[src/sv/ppmd_pkg.sv]
// Package for the PPM frame channel decoder: request opcodes, event kinds,
// the result record and register constants. No dependencies.
package ppmd_pkg;

  localparam logic [1:0] OP_TICK = 2'd0;
  localparam logic [1:0] OP_EDGE = 2'd1;
  localparam logic [1:0] OP_READ = 2'd2;

  typedef enum logic [1:0] {
    EV_SYNC    = 2'd0,
    EV_CAPTURE = 2'd1,
    EV_IGNORED = 2'd2,
    EV_READ    = 2'd3
  } event_kind_e;

  typedef struct packed {
    event_kind_e event_kind;
    logic [2:0]  channel_index;
    logic [15:0] pulse_width;
    logic        frame_done;
  } result_t;

  localparam int          ADDR_W             = 3;
  localparam logic        REG_SYNC_THRESHOLD = 1'b0;
  localparam logic [15:0] SYNC_THRESHOLD_RST = 16'd3000;

endpackage

[src/sv/ppmd_if.sv]
// Valid/ready channel interfaces of the PPM frame channel decoder:
// the request channel and the result channel. Depends on ppmd_pkg.
interface ppmd_req_if;
  logic       valid;
  logic       ready;
  logic [1:0] opcode;
  logic [2:0] read_channel;

  modport source (output valid, output opcode, output read_channel, input ready);
  modport sink   (input valid, input opcode, input read_channel, output ready);
endinterface

interface ppmd_rsp_if;
  logic                  valid;
  logic                  ready;
  ppmd_pkg::event_kind_e event_kind;
  logic [2:0]            channel_index;
  logic [15:0]           pulse_width;
  logic                  frame_done;

  modport source (output valid, output event_kind, output channel_index,
                  output pulse_width, output frame_done, input ready);
  modport sink   (input valid, input event_kind, input channel_index,
                  input pulse_width, input frame_done, output ready);
endinterface

[src/sv/ppmd_core.sv]
// Decode core: interval counter, frame tracking and channel width store.
// Produces one result record per edge or read request. Depends on ppmd_pkg.
module ppmd_core #(
  parameter int NUM_CHANNELS = 8
) (
  input  logic              clk_i,
  input  logic              rst_ni,
  input  logic              accept_i,
  input  logic [1:0]        opcode_i,
  input  logic [2:0]        read_channel_i,
  input  logic [15:0]       sync_threshold_i,
  output logic              res_valid_o,
  output ppmd_pkg::result_t res_o,
  output logic              frame_active_o
);

  localparam int CW = $clog2(NUM_CHANNELS);
  localparam int IW = (CW > 3) ? CW : 3;

  logic [15:0]   interval_q, interval_d;
  logic          active_q, active_d;
  logic [CW-1:0] chan_q, chan_d;
  logic [15:0]   width_q [NUM_CHANNELS];
  logic          wr_en;
  logic [IW-1:0] rd_ext;
  logic          rd_in_range;
  logic          last_chan;

  assign rd_ext      = IW'(read_channel_i);
  assign rd_in_range = 32'(read_channel_i) < NUM_CHANNELS;
  assign last_chan   = chan_q == CW'(NUM_CHANNELS - 1);

  always_comb begin
    interval_d          = interval_q;
    active_d            = active_q;
    chan_d              = chan_q;
    wr_en               = 1'b0;
    res_valid_o         = 1'b0;
    res_o.event_kind    = ppmd_pkg::EV_IGNORED;
    res_o.channel_index = 3'd0;
    res_o.pulse_width   = interval_q;
    res_o.frame_done    = 1'b0;
    unique case (opcode_i)
      ppmd_pkg::OP_TICK: begin
        if (interval_q != 16'hFFFF) begin
          interval_d = interval_q + 16'd1;
        end
      end
      ppmd_pkg::OP_EDGE: begin
        res_valid_o = 1'b1;
        interval_d  = '0;
        if (interval_q > sync_threshold_i) begin
          res_o.event_kind = ppmd_pkg::EV_SYNC;
          active_d         = 1'b1;
          chan_d           = '0;
        end else if (active_q) begin
          res_o.event_kind    = ppmd_pkg::EV_CAPTURE;
          res_o.channel_index = 3'(chan_q);
          res_o.frame_done    = last_chan;
          wr_en               = 1'b1;
          if (last_chan) begin
            active_d = 1'b0;
          end else begin
            chan_d = chan_q + CW'(1);
          end
        end
      end
      ppmd_pkg::OP_READ: begin
        res_valid_o         = 1'b1;
        res_o.event_kind    = ppmd_pkg::EV_READ;
        res_o.channel_index = read_channel_i;
        res_o.pulse_width   = rd_in_range ? width_q[rd_ext[CW-1:0]] : 16'd0;
      end
      default: begin
      end
    endcase
  end

  always_ff @(posedge clk_i or negedge rst_ni) begin
    if (!rst_ni) begin
      interval_q <= '0;
      active_q   <= 1'b0;
      chan_q     <= '0;
      for (int i = 0; i < NUM_CHANNELS; i++) begin
        width_q[i] <= '0;
      end
    end else if (accept_i) begin
      interval_q <= interval_d;
      active_q   <= active_d;
      chan_q     <= chan_d;
      if (wr_en) begin
        width_q[chan_q] <= interval_q;
      end
    end
  end

  assign frame_active_o = active_q;

endmodule

[src/sv/ppm_frame_channel_decoder.sv]
// Top level of the PPM frame channel decoder: request/result channels,
// two-entry result buffer and APB threshold register.
// Depends on ppmd_pkg, ppmd_req_if, ppmd_rsp_if and ppmd_core.
//
// Usage: each request on req_i carries an opcode: a tick advances the
// saturating interval counter, a rising edge classifies the interval since
// the previous edge (sync, channel capture or ignored), a read returns a
// stored channel width. Ticks and the unused opcode produce no result; every
// other request produces exactly one result on rsp_o.
// Each result goes to the result register, or to the skid entry if rsp_o
// stalls. Throughput: one request per cycle while req_i.ready is high, set by
// the single decode stage between the request port and the result register.
// A result register plus one skid entry buffer the results; req_i.ready drops
// only while both hold a result, i.e. after rsp_o has stalled for a result
// and a second one has arrived behind it.
// The sync threshold lives at APB byte address 0 (paddr bit 2 clear).
// Reset clears the counter, the frame state and all stored widths, empties
// the result buffer and sets the threshold to 3000 ticks.
module ppm_frame_channel_decoder #(
  parameter int NUM_CHANNELS = 8
) (
  input  logic                        clk_i,
  input  logic                        rst_ni,
  ppmd_req_if.sink                    req_i,
  ppmd_rsp_if.source                  rsp_o,
  input  logic                        psel,
  input  logic                        penable,
  input  logic                        pwrite,
  input  logic [ppmd_pkg::ADDR_W-1:0] paddr,
  input  logic [31:0]                 pwdata,
  output logic [31:0]                 prdata,
  output logic                        pready
);

  logic              accept;
  logic              pop;
  logic              push;
  logic              res_valid;
  ppmd_pkg::result_t res;
  logic              frame_active;
  logic              out_valid_q, out_valid_d;
  logic              skid_valid_q, skid_valid_d;
  ppmd_pkg::result_t out_q, out_d;
  ppmd_pkg::result_t skid_q, skid_d;
  logic [15:0]       thr_q, thr_d;
  logic              cfg_wr;

  assign req_i.ready = !skid_valid_q;
  assign accept      = req_i.valid && !skid_valid_q;
  assign pop         = out_valid_q && rsp_o.ready;
  assign push        = accept && res_valid;

  ppmd_core #(
    .NUM_CHANNELS(NUM_CHANNELS)
  ) u_core (
    .clk_i,
    .rst_ni,
    .accept_i        (accept),
    .opcode_i        (req_i.opcode),
    .read_channel_i  (req_i.read_channel),
    .sync_threshold_i(thr_q),
    .res_valid_o     (res_valid),
    .res_o           (res),
    .frame_active_o  (frame_active)
  );

  always_comb begin
    out_valid_d  = out_valid_q;
    skid_valid_d = skid_valid_q;
    out_d        = out_q;
    skid_d       = skid_q;
    if (skid_valid_q) begin
      if (pop) begin
        out_d        = skid_q;
        skid_valid_d = 1'b0;
      end
    end else if (out_valid_q && !pop) begin
      if (push) begin
        skid_d       = res;
        skid_valid_d = 1'b1;
      end
    end else begin
      out_valid_d = push;
      if (push) begin
        out_d = res;
      end
    end
  end

  always_ff @(posedge clk_i or negedge rst_ni) begin
    if (!rst_ni) begin
      out_valid_q  <= 1'b0;
      skid_valid_q <= 1'b0;
    end else begin
      out_valid_q  <= out_valid_d;
      skid_valid_q <= skid_valid_d;
    end
  end

  always_ff @(posedge clk_i) begin
    out_q  <= out_d;
    skid_q <= skid_d;
  end

  assign rsp_o.valid         = out_valid_q;
  assign rsp_o.event_kind    = out_q.event_kind;
  assign rsp_o.channel_index = out_q.channel_index;
  assign rsp_o.pulse_width   = out_q.pulse_width;
  assign rsp_o.frame_done    = out_q.frame_done;

  assign cfg_wr = psel && penable && pwrite
               && (paddr[2] == ppmd_pkg::REG_SYNC_THRESHOLD);
  assign thr_d  = cfg_wr ? pwdata[15:0] : thr_q;

  always_ff @(posedge clk_i or negedge rst_ni) begin
    if (!rst_ni) begin
      thr_q <= ppmd_pkg::SYNC_THRESHOLD_RST;
    end else begin
      thr_q <= thr_d;
    end
  end

  assign pready = 1'b1;
  assign prdata = (paddr[2] == ppmd_pkg::REG_SYNC_THRESHOLD) ? {16'd0, thr_q} : 32'd0;

`ifndef SYNTHESIS
  a_skid_behind_out: assert property (@(posedge clk_i) disable iff (!rst_ni)
    skid_valid_q |-> out_valid_q)
    else $error("skid entry held while output register empty");

  a_done_only_capture: assert property (@(posedge clk_i) disable iff (!rst_ni)
    (rsp_o.valid && rsp_o.frame_done) |-> (rsp_o.event_kind == ppmd_pkg::EV_CAPTURE))
    else $error("frame_done on a non-capture result");

  a_sync_opens_frame: assert property (@(posedge clk_i) disable iff (!rst_ni)
    (push && (res.event_kind == ppmd_pkg::EV_SYNC)) |=> frame_active)
    else $error("sync did not open a frame");
`endif

endmodule
[src/flat_wrapper.sv]
// flat-port wrapper written by rule: the top's interface ports become plain ports
module ppm_frame_channel_decoder_flat 
#(
  parameter int NUM_CHANNELS = 8
)
  (clk_i, rst_ni, psel, penable, pwrite, paddr, pwdata, prdata, pready, req_i_valid, req_i_opcode, req_i_read_channel, req_i_ready, rsp_o_valid, rsp_o_event_kind, rsp_o_channel_index, rsp_o_pulse_width, rsp_o_frame_done, rsp_o_ready);
  ppmd_req_if req_i_i ();
  ppmd_rsp_if rsp_o_i ();
  input  logic clk_i;
  input  logic rst_ni;
  input  logic psel;
  input  logic penable;
  input  logic pwrite;
  input  logic [ppmd_pkg::ADDR_W-1:0] paddr;
  input  logic [31:0] pwdata;
  output logic [31:0] prdata;
  output logic pready;
  input wire logic [$bits(req_i_i.valid)-1:0] req_i_valid;
  input wire logic [$bits(req_i_i.opcode)-1:0] req_i_opcode;
  input wire logic [$bits(req_i_i.read_channel)-1:0] req_i_read_channel;
  output wire logic [$bits(req_i_i.ready)-1:0] req_i_ready;
  output wire logic [$bits(rsp_o_i.valid)-1:0] rsp_o_valid;
  output wire logic [$bits(rsp_o_i.event_kind)-1:0] rsp_o_event_kind;
  output wire logic [$bits(rsp_o_i.channel_index)-1:0] rsp_o_channel_index;
  output wire logic [$bits(rsp_o_i.pulse_width)-1:0] rsp_o_pulse_width;
  output wire logic [$bits(rsp_o_i.frame_done)-1:0] rsp_o_frame_done;
  input wire logic [$bits(rsp_o_i.ready)-1:0] rsp_o_ready;
  assign req_i_i.valid = req_i_valid;
  assign req_i_i.opcode = req_i_opcode;
  assign req_i_i.read_channel = req_i_read_channel;
  assign req_i_ready = req_i_i.ready;
  assign rsp_o_valid = rsp_o_i.valid;
  assign rsp_o_event_kind = rsp_o_i.event_kind;
  assign rsp_o_channel_index = rsp_o_i.channel_index;
  assign rsp_o_pulse_width = rsp_o_i.pulse_width;
  assign rsp_o_frame_done = rsp_o_i.frame_done;
  assign rsp_o_i.ready = rsp_o_ready;
  ppm_frame_channel_decoder #(.NUM_CHANNELS(NUM_CHANNELS)) u_core (.clk_i(clk_i), .rst_ni(rst_ni), .req_i(req_i_i), .rsp_o(rsp_o_i), .psel(psel), .penable(penable), .pwrite(pwrite), .paddr(paddr), .pwdata(pwdata), .prdata(prdata), .pready(pready));
endmodule
[config.mk]
export PLATFORM = sky130hd
export DESIGN_NAME = ppm_frame_channel_decoder_flat
export DESIGN_NICKNAME = d
export VERILOG_FILES = /design/src/sv/ppmd_pkg.sv /design/src/sv/ppmd_if.sv /design/src/sv/ppmd_core.sv /design/src/sv/ppm_frame_channel_decoder.sv /design/src/flat_wrapper.sv
export SDC_FILE = /design/constraint.sdc
export NUM_CORES = 1
export LEC_CHECK = 0
export ABC_AREA = 1
export BUFFER_PORTS_ARGS = -buffer_cell sky130_fd_sc_hd__clkbuf_2
export CAP_MARGIN = 0
export CORE_ASPECT_RATIO = 1.5
export CORE_MARGIN = 2
export CORE_UTILIZATION = 40
export CTS_CLUSTER_DIAMETER = 120
export DETAILED_ROUTE_END_ITERATION = 12
export HOLD_SLACK_MARGIN = 0.02
export SLEW_MARGIN = 20
export SYNTH_ARGS = -nofsm -noshare
export SYNTH_HDL_FRONTEND = slang
export SYNTH_SLANG_ARGS = --single-unit
[constraint.sdc]
create_clock -name clk_i -period 2.6 [get_ports clk_i]
set_input_delay 0.13 -clock clk_i [delete_from_list [all_inputs] [get_ports clk_i]]
set_output_delay 0.13 -clock clk_i [all_outputs]
set_load 0.03 [all_outputs]
# After elaboration in Yosys (flattened, before gate mapping)
# Cells that the tools add are included.
[word_totals]
in_bits = 47
reg_bits = 210
out_inout_bits = 57
[classes]
reduce_logical = 22
order_cmp = 4
eq_ne = 8
bitwise = 5
add_sub_neg = 2
muxes = 35
[ops]
columns = ["op", "n"]
rows = [
  ["$bwmux W128", 1],
  ["$mux W16", 6],
  ["$mux W22", 4],
  ["$bmux W16 S3", 1],
  ["$demux W16 S3", 1],
  ["$pmux W16 S2", 1],
  ["$add A16 B1 Y16 const B", 1],
  ["$gt A16 B16 Y1", 1],
  ["$ne A16 B16 Y1 const B", 1],
  ["$mux W1", 14],
  ["$mux W3", 4],
  ["$pmux W5 S2", 1],
  ["$reduce_and A3 Y1", 3],
  ["$ge A4 B4 Y1 const B", 2],
  ["$logic_and A1 B1 Y1", 8],
  ["$not A3 Y4", 2],
  ["$ne A2 B1 Y1 const B", 3],
  ["$reduce_and A2 Y1", 3],
  ["$reduce_bool A2 Y1", 3],
  ["$mux W5", 1],
  ["$lt A4 B1 Y1 const B", 1],
  ["$reduce_and A4 Y1", 1],
  ["$add A3 B1 Y3 const B", 1],
  ["$eq A3 B3 Y1 const B", 1],
  ["other kinds (8)", 11],
]

# Longest topological paths before layout
# Gate-level depths: netlist of the first run.
[logic_depth]
ltp_word = 8
mapped_depth = 18
mapped_depth_nobuf = 16

# Hierarchy
# From an unflattened synthesis of the first run, not the netlist that was laid out.
[unflattened]
hier_cells = 1344
hier_area_um2 = 11049.3
[modules_own_cells]
columns = ["module", "area_each_um2", "cells_per_inst", "n_inst", "seq_area_each_um2"]
rows = [
  ["ppmd_core", 8401.8, 1089, 1, 3703.6],
  ["ppm_frame_channel_decoder", 2647.5, 255, 1, 1780.5],
]

# Worst setup path before layout of the first run
# No wires, ideal clock.
[synth_timing]
path_type = "flip-flop to flip-flop"
from = "reg u_core.skid_valid_q"
to = "reg u_core.out_q (netlist bit u_core.rsp_o.channel_index[0]), enable pin"
path_stages_with_launch = 5
arrival_time_ns = 1.815
required_ns = 2.192
slack_ns = 0.376
synth_period_minus_slack_ns = 2.224
path_buffers = 1
path_cell_list = "dfrtp_1 buf_2 inv_2 nand3_1 a21oi_1"
[synth_between]
elab_chain_cells = 5
[synth_rtl]
columns = ["item", "line", "source"]
rows = [
  ["start, declared", "ppm_frame_channel_decoder.sv:42", "logic skid_valid_q, skid_valid_d;"],
  ["start signal, assigned", "ppm_frame_channel_decoder.sv:96", "skid_valid_q <= skid_valid_d;"],
  ["$logic_not A1 Y1", "ppm_frame_channel_decoder.sv:49", "assign accept = req_i.valid && !skid_valid_q;"],
  ["$logic_and A1 B1 Y1", "ppm_frame_channel_decoder.sv:49", ""],
  ["$logic_and A1 B1 Y1", "ppm_frame_channel_decoder.sv:51", "assign push = accept && res_valid;"],
  ["$reduce_bool A2 Y1 (no line)", "n/a", ""],
  ["$reduce_and A3 Y1 (no line) (*)", "n/a", ""],
  ["end signal, assigned", "ppm_frame_channel_decoder.sv:101", "out_q <= out_d;"],
  ["end, declared", "ppm_frame_channel_decoder.sv:43", "ppmd_pkg::result_t out_q, out_d;"],
]
# Every way passes the cells marked *; elsewhere a longest branch is shown, timed or not.
# A chain may end at the register's enable or synchronous reset.

# Final worst setup path of the first run
[layout_timing]
from = "reg u_core.thr_q[11]"
to = "reg u_core.u_core.width_q[107] (netlist bit)"
[layout_between]
elab_chain_cells = 4
[layout_rtl]
columns = ["item", "line", "source"]
rows = [
  ["start, declared", "ppm_frame_channel_decoder.sv:45", "logic [15:0] thr_q, thr_d;"],
  ["start signal, assigned", "ppm_frame_channel_decoder.sv:117", "thr_q <= ppmd_pkg::SYNC_THRESHOLD_RST;"],
  ["start signal, assigned", "ppm_frame_channel_decoder.sv:119", "thr_q <= thr_d;"],
  ["$gt A16 B16 Y1", "ppmd_core.sv:52", "if (interval_q > sync_threshold_i) begin"],
  ["$mux W1", "ppmd_core.sv:52", ""],
  ["$mux W1", "ppmd_core.sv:43", "unique case (opcode_i)"],
  ["$reduce_and A2 Y1 (no line)", "n/a", ""],
  ["end signal, assigned by index", "ppmd_core.sv:92", "width_q[chan_q] <= interval_q;"],
  ["end, declared", "ppmd_core.sv:23", "logic [15:0] width_q [NUM_CHANNELS];"],
]
# Every way passes these cells.

==> results of run 1 <==
## through the flow
stage	setup slack, ps	hold slack [ps]	power [µW]	util, %	cells
final	257.4	60.44	9856	47.30	1554
after global routing	41.42	77.82	10400	47.30	1554
after CTS	203.5	37.87	9972	47.30	1554
after detailed placement	218.6	175.0	6362	43.25	1496
after global placement	259.6	168.2	6308	43.25	1496
after floorplan	376.2	-165.6	5687	-	1161
## cells by family after synthesis
family                   count (synthesis)
multiplexers                            15
AND/OR/NAND/NOR                        447
AO/OA/AOI/OAI                          278
flip-flops                             210
buffers and inverters                  167
XOR/XNOR                                 5
other                                    2
adder cells (fa/ha/maj)                 22
## final timing paths
check,to,slack (ps),cells past startpoint
max reg2reg,u_core.u_core.width_q[107],260,10
min,u_core.rsp_o.valid,60,3
max in group asynchronous,u_core.u_core.chan_q[0],1640,3
min reg2reg,u_core.u_core.width_q[31],480,2
max,u_core.u_core.width_q[107],260,10
min in group asynchronous,u_core.u_core.width_q[105],200,2
## registers in the layout, indices dropped and copies added, names as in the netlist
name,flops
u_core.skid_valid_q,1
u_core.u_core.chan_q,3
u_core.rsp_o.pulse_width,16
u_core.rsp_o.channel_index,3
u_core.rsp_o.frame_done,1
u_core.u_core.width_q,128
u_core.rsp_o.event_kind,2
u_core.u_core.frame_active_o,1
u_core.skid_q,22
u_core.u_core.interval_q,16
u_core.rsp_o.valid,1
u_core.thr_q,16
## placed cells by master (no fill, tap or decap), types with 2 or more instances in the layout
master and instances:
inv_1 70, bufinv_16 4, nor2_1 118, buf_4 24
o31ai_1 6, nand2_1 254, a21oi_2 2, dfstp_2 7
a21oi_1 32, o21ai_1 38, nand2_2 2, conb_1 17
clkbuf_1 5, o22ai_1 15, nand4_1 3, clkbuf_16 25
o211ai_1 2, dlygate4sd3_1 18, nor3_1 6, clkbuf_8 4
nand3_1 39, clkbuf_2 67, buf_12 7, inv_2 4
or2_2 4, o221ai_1 16, nor3_2 2, ha_1 22
dfrtp_1 159, o21ai_2 16, nand4_2 7, nor4_1 2
nor2_2 4, xor2_1 5, o21ai_0 150, mux2i_1 15
edfxtp_1 44
## where the power goes
part	total, µW	internal (µW)	switching [µW]	leakage (µW)
Clock	3560	2260	1310	0.000408
Combinational	2110	637	1480	0.00240
Sequential	4180	3910	276	0.00265
Total	9860	6800	3060	0.00547
## per-layer routing
metal / part of all wire [%] / wire length (µm)
met5: 0 / 0
met4: 2.7 / 656
met3: 4.5 / 1104
met2: 51 / 12460
met1: 42 / 10210
## synth_stat cells (4+ instances only)
cell type  instances  area (µm²)
o221ai_1          16       140.1
inv_2              4       15.01
or2_2              4       25.02
xor2_1             5       43.79
dfstp_2            7       183.9
ha_1              22       275.3
nand3_1           39       195.2
nand2_1          254       953.4
nor2_1           119       446.7
dfrtp_1          159        3979
nand4_2            7       87.58
o21ai_1           38       190.2
clkbuf_1          35       131.4
a21oi_1           33       165.2
o21ai_0          150       750.7
nor3_1             6       30.03
o21ai_2           16       140.1
buf_2             31       155.2
buf_6              4       45.04
edfxtp_1          44        1321
mux2i_1           15       150.1
inv_1             70       262.8
o22ai_1           15       93.84
o31ai_1            6       45.04
buf_4             19       142.6
## repair_timing
action                                  CTS  global route
endpoints found under the setup margin    0             0
endpoints found under the hold margin    80             0
buffers inserted                          0             0
hold buffers                             18             0
## layout make-up
| class | count | area [µm²] | area share (%) |
|---|---|---|---|
| Clock inverter | 6 | 133.9 | 1.130 |
| Timing Repair Buffer | 117 | 847.1 | 7.149 |
| Inverter | 75 | 281.5 | 2.376 |
| Clock buffer | 34 | 699.4 | 5.903 |
| Tap cell | 328 | 410.4 | 3.464 |
| Sequential cell | 210 | 5484 | 46.28 |
| Multi-Input combinational cell | 784 | 3993 | 33.70 |
## critical path, cell delays in order (launching register included)
cell,delay (ps)
dfstp_2,510
inv_1,60
ha_1,320
nand4_1,140
nor3_2,190
nand3_1,150
nand2_4,240
nand4_2,110
buf_4,280
nand2_1,90
o21ai_0,80
==> impl_metrics.yaml, run 1 <==
floorplan:
  top_level_ports: 104
  rows: 71
  die_w_um: 134.3
  core_um2: 25050
  dieArea_um2: 26770
  fp.dieH_um: 199.4
  start_util_pct: 40.64
clock_network:
  insertion_delay_ps: 500
  numCtsBuffers: 22
  path_clk_slew_ps: 60
  h-tree-depth: 1
  cts_tree: "yes"
  cts_resized: 0
  clkSinkCount: 210
  cts_root_buffer: "clkbuf_16"
  clockBufferDepth: 3
placement:
  io_buffers: 68
  place_area_um2: 10840
  gp_congestion: 0.8227
  hpwlAfterDp_um: 15580
synth:
  synth_top_family_by_area: "simple AND/OR/NAND/NOR gates"
  synth_compound_area_share_pct: 15.29
  ys.flop_type: "dfrtp_1"
  ys_warn_count: 0
  yosys.area_share.simple_pct: 18.63
  synth_xor_xnor_area_share_pct: 0.4301
  synth_enable_flop_cells: 44
  syn_area_um2: 10180
  yosys-mux-area-fraction_pct: 1.475
  yosys_register_bits: 210
  synth.avg_cell_area_um2: 8.884
  async_reset_ff_share_pct: 79.05
  yosysSeqAreaShare_pct: 53.87
  synthAdderAreaFrac_pct: 2.704
  synth_cell_types: 42
  syn-instance-count: 1146
setup_path:
  worstSetupEndpointType: "register"
  r2r_start: "u_core.thr_q[11]"
  start_kind: "register"
  cp_max_fo: 32
  path_class: "reg -> reg"
  timing.critical_path.from: "u_core.thr_q[11]"
  cp_data_required_time_ps: 2960
  arrival_ps: 2700
timing:
  clock.fmax_mhz: 426.9
  rsz0062_at_grt: "no"
  setup_violations: 0
  fin_crit_sh_pct: 90.10
  slew_viol_final: 0
  setup_tns_ps: 0
  period_needed_ps: 2343
  max-slew-margin-rel_pct: 58.38
  worstMarginPinSlew_ps: 624.3
  finalHoldViolations: 0
  skew_ps: 10.79
outcome:
  outcome: "finished clean"
global_route:
  grt_antenna_before_repair: 0
  grt_max_degree: 66
  gr-usage-met1_pct: 24.30
  overflow: 0
  busiest_layer: "met2"
  first_global_vias: 7768
  use_met3_pct: 1.903
  grt_pass1_wl_um: 40850
  grt_use_total_pct: 19.05
  use_met2_pct: 33.82
detailed_routing:
  drtIter0Drc: 579
  vias: 7900
  routed_wl_um: 24440
  dr.pass1.iters: 4
  drcViolationCount: 0
  wl_per_cell_um: 15.72
  viasPerCell: 5.084
  ant_nets: 0
power:
  ir_drop_mv: 0.5824
  p_per_area_nw_per_um2: 831.8
  leakage_uw: 0.005466
job:
  cap_violations: 0
finish:
  final_nets: 1279
  final_area_um2: 11850
  drive_gt1_share_pct: 15.25
  antenna_cells: 0
  nFillCells: 2399
  area_delta_synth_final_pct: 16.38
worst_hold_path:
  hold_class: "in -> reg"
  min-delay-start: "req_i_valid"
Note: power is estimated with default switching activity, not from simulation.
==> inputs of run 2 (changes only) <==
--- a/config.mk
+++ b/config.mk
@@ -10,10 +10,11 @@
 export CAP_MARGIN = 0
 export CORE_ASPECT_RATIO = 1.5
 export CORE_MARGIN = 2
-export CORE_UTILIZATION = 40
+export CORE_UTILIZATION = 52
 export CTS_CLUSTER_DIAMETER = 120
 export DETAILED_ROUTE_END_ITERATION = 12
 export HOLD_SLACK_MARGIN = 0.02
+export PLACE_DENSITY = 0.72
 export SLEW_MARGIN = 20
 export SYNTH_ARGS = -nofsm -noshare
 export SYNTH_HDL_FRONTEND = slang
==> run 2 against run 1 <==
Sequential power hardly changed. Worst hold slack worse by 34 ps. Non-clock buffer count grew 12. Sequential share of layout area up 0.59 points. Cell count shrank 4.1%. Core utilization rose by 14 points. Largest cell class unchanged. Critical endpoint is now u_core.u_core.width_q[122]. Critical path type unchanged. Register-to-register slack got worse by 40 ps.
==> impl_metrics.yaml, run 2 (synthesis gave the netlist of run 1 again) <==
outcome:
  outcome: "finished clean"
clock_network:
  path_clk_slew_ps: 60
  post_cts_buffers: 0
  clockBufferDepth: 3
  numCtsBuffers: 20
  cts_root_buffer: "clkbuf_16"
  cts_tree: "yes"
  clkSinkCount: 210
  h-tree-depth: 1
  insertion_delay_ps: 490
setup_path:
  cpLargestDelayFamily: "simple AND/OR/NAND/NOR gates"
  cp_data_required_time_ps: 2960
  critical_path.n_buffers_inverters: 4
  start_kind: "register"
  r2r_end: "u_core.u_core.width_q[122]"
  path_class: "reg -> reg"
  r2r_slack_ps: 220
  cp_max_fo: 22
  worstSetupEndpointType: "register"
  arrival_ps: 2740
  path_common_cell: "nand2_1"
  path_cells: "inv_1, ha_1, nand2_1, inv_1, nand2_1, nand2_1, nand2_1, nand2_1, nand2_1, nand2_1, nand2_4, buf_4, nand4_2, buf_4, nand2_1, o21ai_1"
  r2r_start: "u_core.thr_q[3]"
  rr_worst_depth: 16
  crit_path_top_delay_cell: "dfstp_2"
  cpPeakStageDelay_ps: 510
power:
  p_per_area_nw_per_um2: 794.0
  leakage_uw: 0.005450
  ir_drop_mv: 0.5885
  total_power_uw: 9290
finish:
  drive_gt1_share_pct: 15.96
  antenna_cells: 0
  largest_reg_flops: 128
  fin_cells: 1490
  largestRegisters: "u_core.u_core.width_q x128, u_core.skid_q x22"
  regMostFlops: "u_core.u_core.width_q"
  final_common_cell: "nand2_1"
  final_nets: 1289
  nFillCells: 1631
  mostFrequentLayoutCells: "nand2_1 (254), dfrtp_1 (159), o21ai_0 (150), nor2_1 (118), inv_1 (70)"
  area_delta_synth_final_pct: 14.92
  utilization_pct: 61.06
worst_hold_path:
  min_to: "u_core.rsp_o.valid"
  hold_path_depth: 3
  hold_class: "in -> reg"
  min-delay-start: "req_i_valid"
global_route:
  grt_antenna_before_repair: 0
  first_global_vias: 8036
  overflow: 0
  grt_max_degree: 57
  grt_use_total_pct: 23.54
  grt_pass1_wl_um: 39790
timing:
  period_needed_ps: 2381
  rsz0062_at_grt: "no"
  setup_violations: 0
  finalHoldViolations: 0
  worstMarginPinSlew_ps: 544.9
  max-slew-margin-rel_pct: 63.67
  setup_tns_ps: 0
  slew_viol_final: 0
  clock.fmax_mhz: 420.1
  hold_slack_ps: 26.32
  fin_crit_sh_pct: 91.56
  skew_ps: 12.52
placement:
  gp_congestion: 0.8443
  hpwlAfterDp_um: 15570
  io_buffers: 68
  placed_cells: 1436
floorplan:
  dieArea_um2: 20740
  start_util_pct: 53.13
  die_w_um: 118.2
  fp.dieH_um: 175.4
  top_level_ports: 104
  rows: 62
  core_um2: 19160
detailed_routing:
  viasPerCell: 5.453
  dr.pass1.iters: 5
  ant_nets: 0
  drcViolationCount: 0
  routed_wl_um: 23890
  wl_per_cell_um: 16.03
  vias: 8125
  drtIter0Drc: 578
job:
  cap_violations: 0
==> run 2: power by group <==
| group | leakage [µW] | switching, µW | internal (µW) |
|---|---|---|---|
| clock network | 0.000332 | 1230 | 1800 |
| logic | 0.00246 | 1450 | 630 |
| registers | 0.00265 | 270 | 3910 |
==> run 2: final cells by class <==
cell class	count	area, µm²	area share, %
Clock inverter	8	101.3	0.8662
Timing Repair Buffer	129	928.4	7.935
Inverter	75	281.5	2.406
Sequential cell	210	5484	46.87
Clock buffer	28	591.8	5.058
Multi-Input combinational cell	784	3993	34.12
Tap cell	256	320.3	2.738
==> run 2: worst max-delay path by stage <==
stage,depth (start not counted),from,to
finish,16,u_core.thr_q[3],u_core.u_core.width_q[122]
global route,15,u_core.thr_q[3],u_core.u_core.width_q[74]
CTS,16,u_core.thr_q[3],u_core.u_core.width_q[40]
detailed placement,16,u_core.thr_q[3],u_core.u_core.width_q[40]
global placement,16,u_core.thr_q[3],u_core.u_core.width_q[42]
floorplan,4,u_core.skid_valid_q,u_core.rsp_o.channel_index[0]
==> run 2: tightest hold or removal path: cells and delay by family <==
| kind | cells | cell delay, ps |
|---|---|---|
| AND/OR/NAND/NOR | 2 | 230 |
| buffers and inverters | 1 | 100 |
==> run 2: per-stage QoR <==
stage               setup slack (ps)  area (µm²)
global route                   4.803       11700
CTS                            105.0       11700
floorplan                      376.2       10240
global placement               192.6       10820
finish                         219.4       11700
detailed placement             129.5       10820
==> run 2: routing by layer <==
metal  global-route usage [%]  wire [µm]
met5                        0          0
met4                    6.827        519
met3                    2.370       1264
met2                    43.30      12380
met1                    29.24       9731
==> run 2: timing repair <==
action	in CTS	in global routing
gates resized for setup	0	1
hold buffers	18	0
endpoints found under the hold margin	92	0
endpoints found under the setup margin	0	16
==> inputs of run 3 (changes only) <==
--- a/config.mk
+++ b/config.mk
@@ -5,7 +5,7 @@
 export SDC_FILE = /design/constraint.sdc
 export NUM_CORES = 1
 export LEC_CHECK = 0
-export ABC_AREA = 1
+export ABC_AREA = 0
 export BUFFER_PORTS_ARGS = -buffer_cell sky130_fd_sc_hd__clkbuf_2
 export CAP_MARGIN = 0
 export CORE_ASPECT_RATIO = 1.5
@@ -15,6 +15,7 @@
 export DETAILED_ROUTE_END_ITERATION = 12
 export HOLD_SLACK_MARGIN = 0.02
 export PLACE_DENSITY = 0.72
+export SKIP_CTS_REPAIR_TIMING = 1
 export SLEW_MARGIN = 20
 export SYNTH_ARGS = -nofsm -noshare
 export SYNTH_HDL_FRONTEND = slang
==> run 3 against run 2 <==
The flow now finishes with violations (setup timing). Critical endpoint is now u_core.u_core.width_q[17]. Sequential cell count unchanged. Global-route usage shrank 1.3 points. Via count decreased by 19%. Largest power group unchanged. Area after synthesis decreased by 0.91%. Clock power up 5%. Die area down 0.88%.
==> impl_metrics.yaml, run 3 <==
outcome:
  outcome: "finished with violations"
  violations: "setup timing"
setup_path:
  worstSetupEndpointType: "register"
  start_kind: "register"
  cp_data_required_time_ps: 2980
  cp_max_fo: 16
  path_class: "reg -> reg"
  arrival_ps: 3260
clock_network:
  clkSinkCount: 210
  path_clk_slew_ps: 60
  cts_tree: "yes"
  h-tree-depth: 1
  cts_root_buffer: "clkbuf_16"
  insertion_delay_ps: 500
  numCtsBuffers: 20
  clockBufferDepth: 3
placement:
  placed_cells: 1066
  place_area_um2: 11260
  io_buffers: 68
  dp_slack_ps: -359.2
  gp_congestion: 0.8217
  hpwlAfterDp_um: 15600
detailed_routing:
  drtIter0Drc: 441
  ant_nets: 0
  wl_per_cell_um: 20.41
  dr.pass1.iters: 5
  drcViolationCount: 0
  routed_wl_um: 22890
  vias: 6547
  viasPerCell: 5.840
finish:
  antenna_cells: 0
  nFillCells: 1375
  final_area_um2: 12270
  regMostFlops: "u_core.u_core.width_q"
  area_delta_synth_final_pct: 21.67
  drive_gt1_share_pct: 40.12
  final_common_cell: "dfrtp_1"
  largest_reg_flops: 128
  mostFrequentLayoutCells: "dfrtp_1 (159), mux2_4 (79), clkbuf_2 (67), nor2_1 (52), mux2_2 (50)"
  final_nets: 920
  largestRegisters: "u_core.u_core.width_q x128, u_core.skid_q x22"
  fin_cells: 1121
floorplan:
  rows: 62
  core_um2: 19080
  start_util_pct: 52.87
  top_level_ports: 104
  fp.dieH_um: 174.6
  die_w_um: 117.7
  dieArea_um2: 20550
synth:
  ys.flop_type: "dfrtp_1"
  ys_warn_count: 0
  synth_most_common_cell: "dfrtp_1"
  synth_top_area_share_pct: 39.44
  yosys_register_bits: 210
  synth.area.top_cells: "dfrtp_1 (39%), mux2_2 (14%), edfxtp_1 (13%), mux4_2 (7.1%), a32o_1 (3.2%)"
  syn_area_um2: 10090
  async_reset_ff_share_pct: 79.05
  yosysSeqAreaShare_pct: 54.36
  synth_common_cells: "dfrtp_1 (159), mux2_2 (128), nor2_1 (52)"
  synth.avg_cell_area_um2: 13.61
  synth_enable_flop_cells: 44
  syn-instance-count: 741
  synth_area_leader_cell: "dfrtp_1"
  synth_cell_types: 56
timing:
  hold_slack_ps: 226.5
  slew_viol_final: 0
  fin_ws_ps: -279.4
  worstMarginPinSlew_ps: 757.5
  skew_ps: 6.330
  rsz0062_at_grt: "yes"
  clock.fmax_mhz: 347.3
  finalHoldViolations: 0
  max-slew-margin-rel_pct: 49.50
  setup_violations: 143
  fin_crit_sh_pct: 110.7
  period_needed_ps: 2879
worst_hold_path:
  hold_class: "in -> reg"
job:
  cap_violations: 0
global_route:
  grt_use_total_pct: 22.26
  grt_max_degree: 81
  grt_antenna_before_repair: 0
  overflow: 0
  first_global_vias: 6865
  grt_pass1_wl_um: 36860
power:
  p_per_area_nw_per_um2: 718.7
  leakage_uw: 0.005560
  ir_drop_mv: 0.5239
-- run 3: final timing paths --
path	depth (start not counted)	startpoint	end	slack [ps]
max in group asynchronous	3	rst_ni	u_core.u_core.width_q[14]	1500
worst min register to register	1	u_core.u_core.width_q[118]	u_core.u_core.width_q[118]	500
worst min-delay path	4	penable	u_core.thr_q[1]	230
worst max-delay path	10	u_core.thr_q[11]	u_core.u_core.width_q[17]	-280
worst max register to register	10	u_core.thr_q[11]	u_core.u_core.width_q[17]	-280
min in group asynchronous	2	rst_ni	u_core.u_core.width_q[101]	250
-- run 3: cells by family (layout without fill, tap and decap cells) --
family	count (synthesis)	in the layout	share of synthesized area (%)
buf+inv	96	205	4.775
mux	177	177	23.13
other cells	2	17	0.07444
compound gates	87	87	6.511
fa+ha+maj	22	22	2.728
flops	210	210	54.36
xor+xnor	13	13	1.129
simple gates	134	134	7.293
-- run 3: report_power, final --
part / switching, µW / total, µW / internal (µW) / leakage [µW]
combinational: 1100 / 1770 / 669 / 0.00253
clock: 1250 / 3180 / 1940 / 0.000351
sequential: 172 / 3870 / 3700 / 0.00268
total: 2520 / 8820 / 6300 / 0.00556
-- run 3: layout make-up --
| type | instances | area (µm²) | area share, % |
|---|---|---|---|
| Timing Repair Buffer | 146 | 1131 | 9.215 |
| Multi-Input combinational cell | 450 | 4541 | 36.99 |
| Inverter | 23 | 86.33 | 0.7034 |
| Sequential cell | 210 | 5484 | 44.68 |
| Clock buffer | 28 | 571.8 | 4.658 |
| Tap cell | 256 | 320.3 | 2.610 |
| Clock inverter | 8 | 140.1 | 1.142 |
-- run 3: stage by stage --
stage / TNS (ps) / total power [µW] / util (%)
after global routing: -49610 / 9192 / 64.32
after CTS: -49520 / 8834 / 62.72
after floorplan: -13600 / 5060 / -
after global placement: -38060 / 5573 / 58.99
after detailed placement: -45540 / 5644 / 58.99
final: -28960 / 8821 / 64.32
-- run 3: worst max-delay path, cell delays in order, from the launching register on --
cell and delay [ps]:
dfstp_2 540, inv_2 50, ha_4 240, a21oi_2 100
nor2_1 40, or4_1 530, o31a_1 290, buf_12 170
nor4_4 240, buf_6 210, mux2_2 340
-- run 3: routing by layer --
layer	track usage (%)	vias to the layer above	wire length, µm
li1	-	2906	-
met1	28.20	3364	9155
met2	39.66	235	12040
met3	3.133	42	1171
met4	6.827	0	517
met5	0	-	0
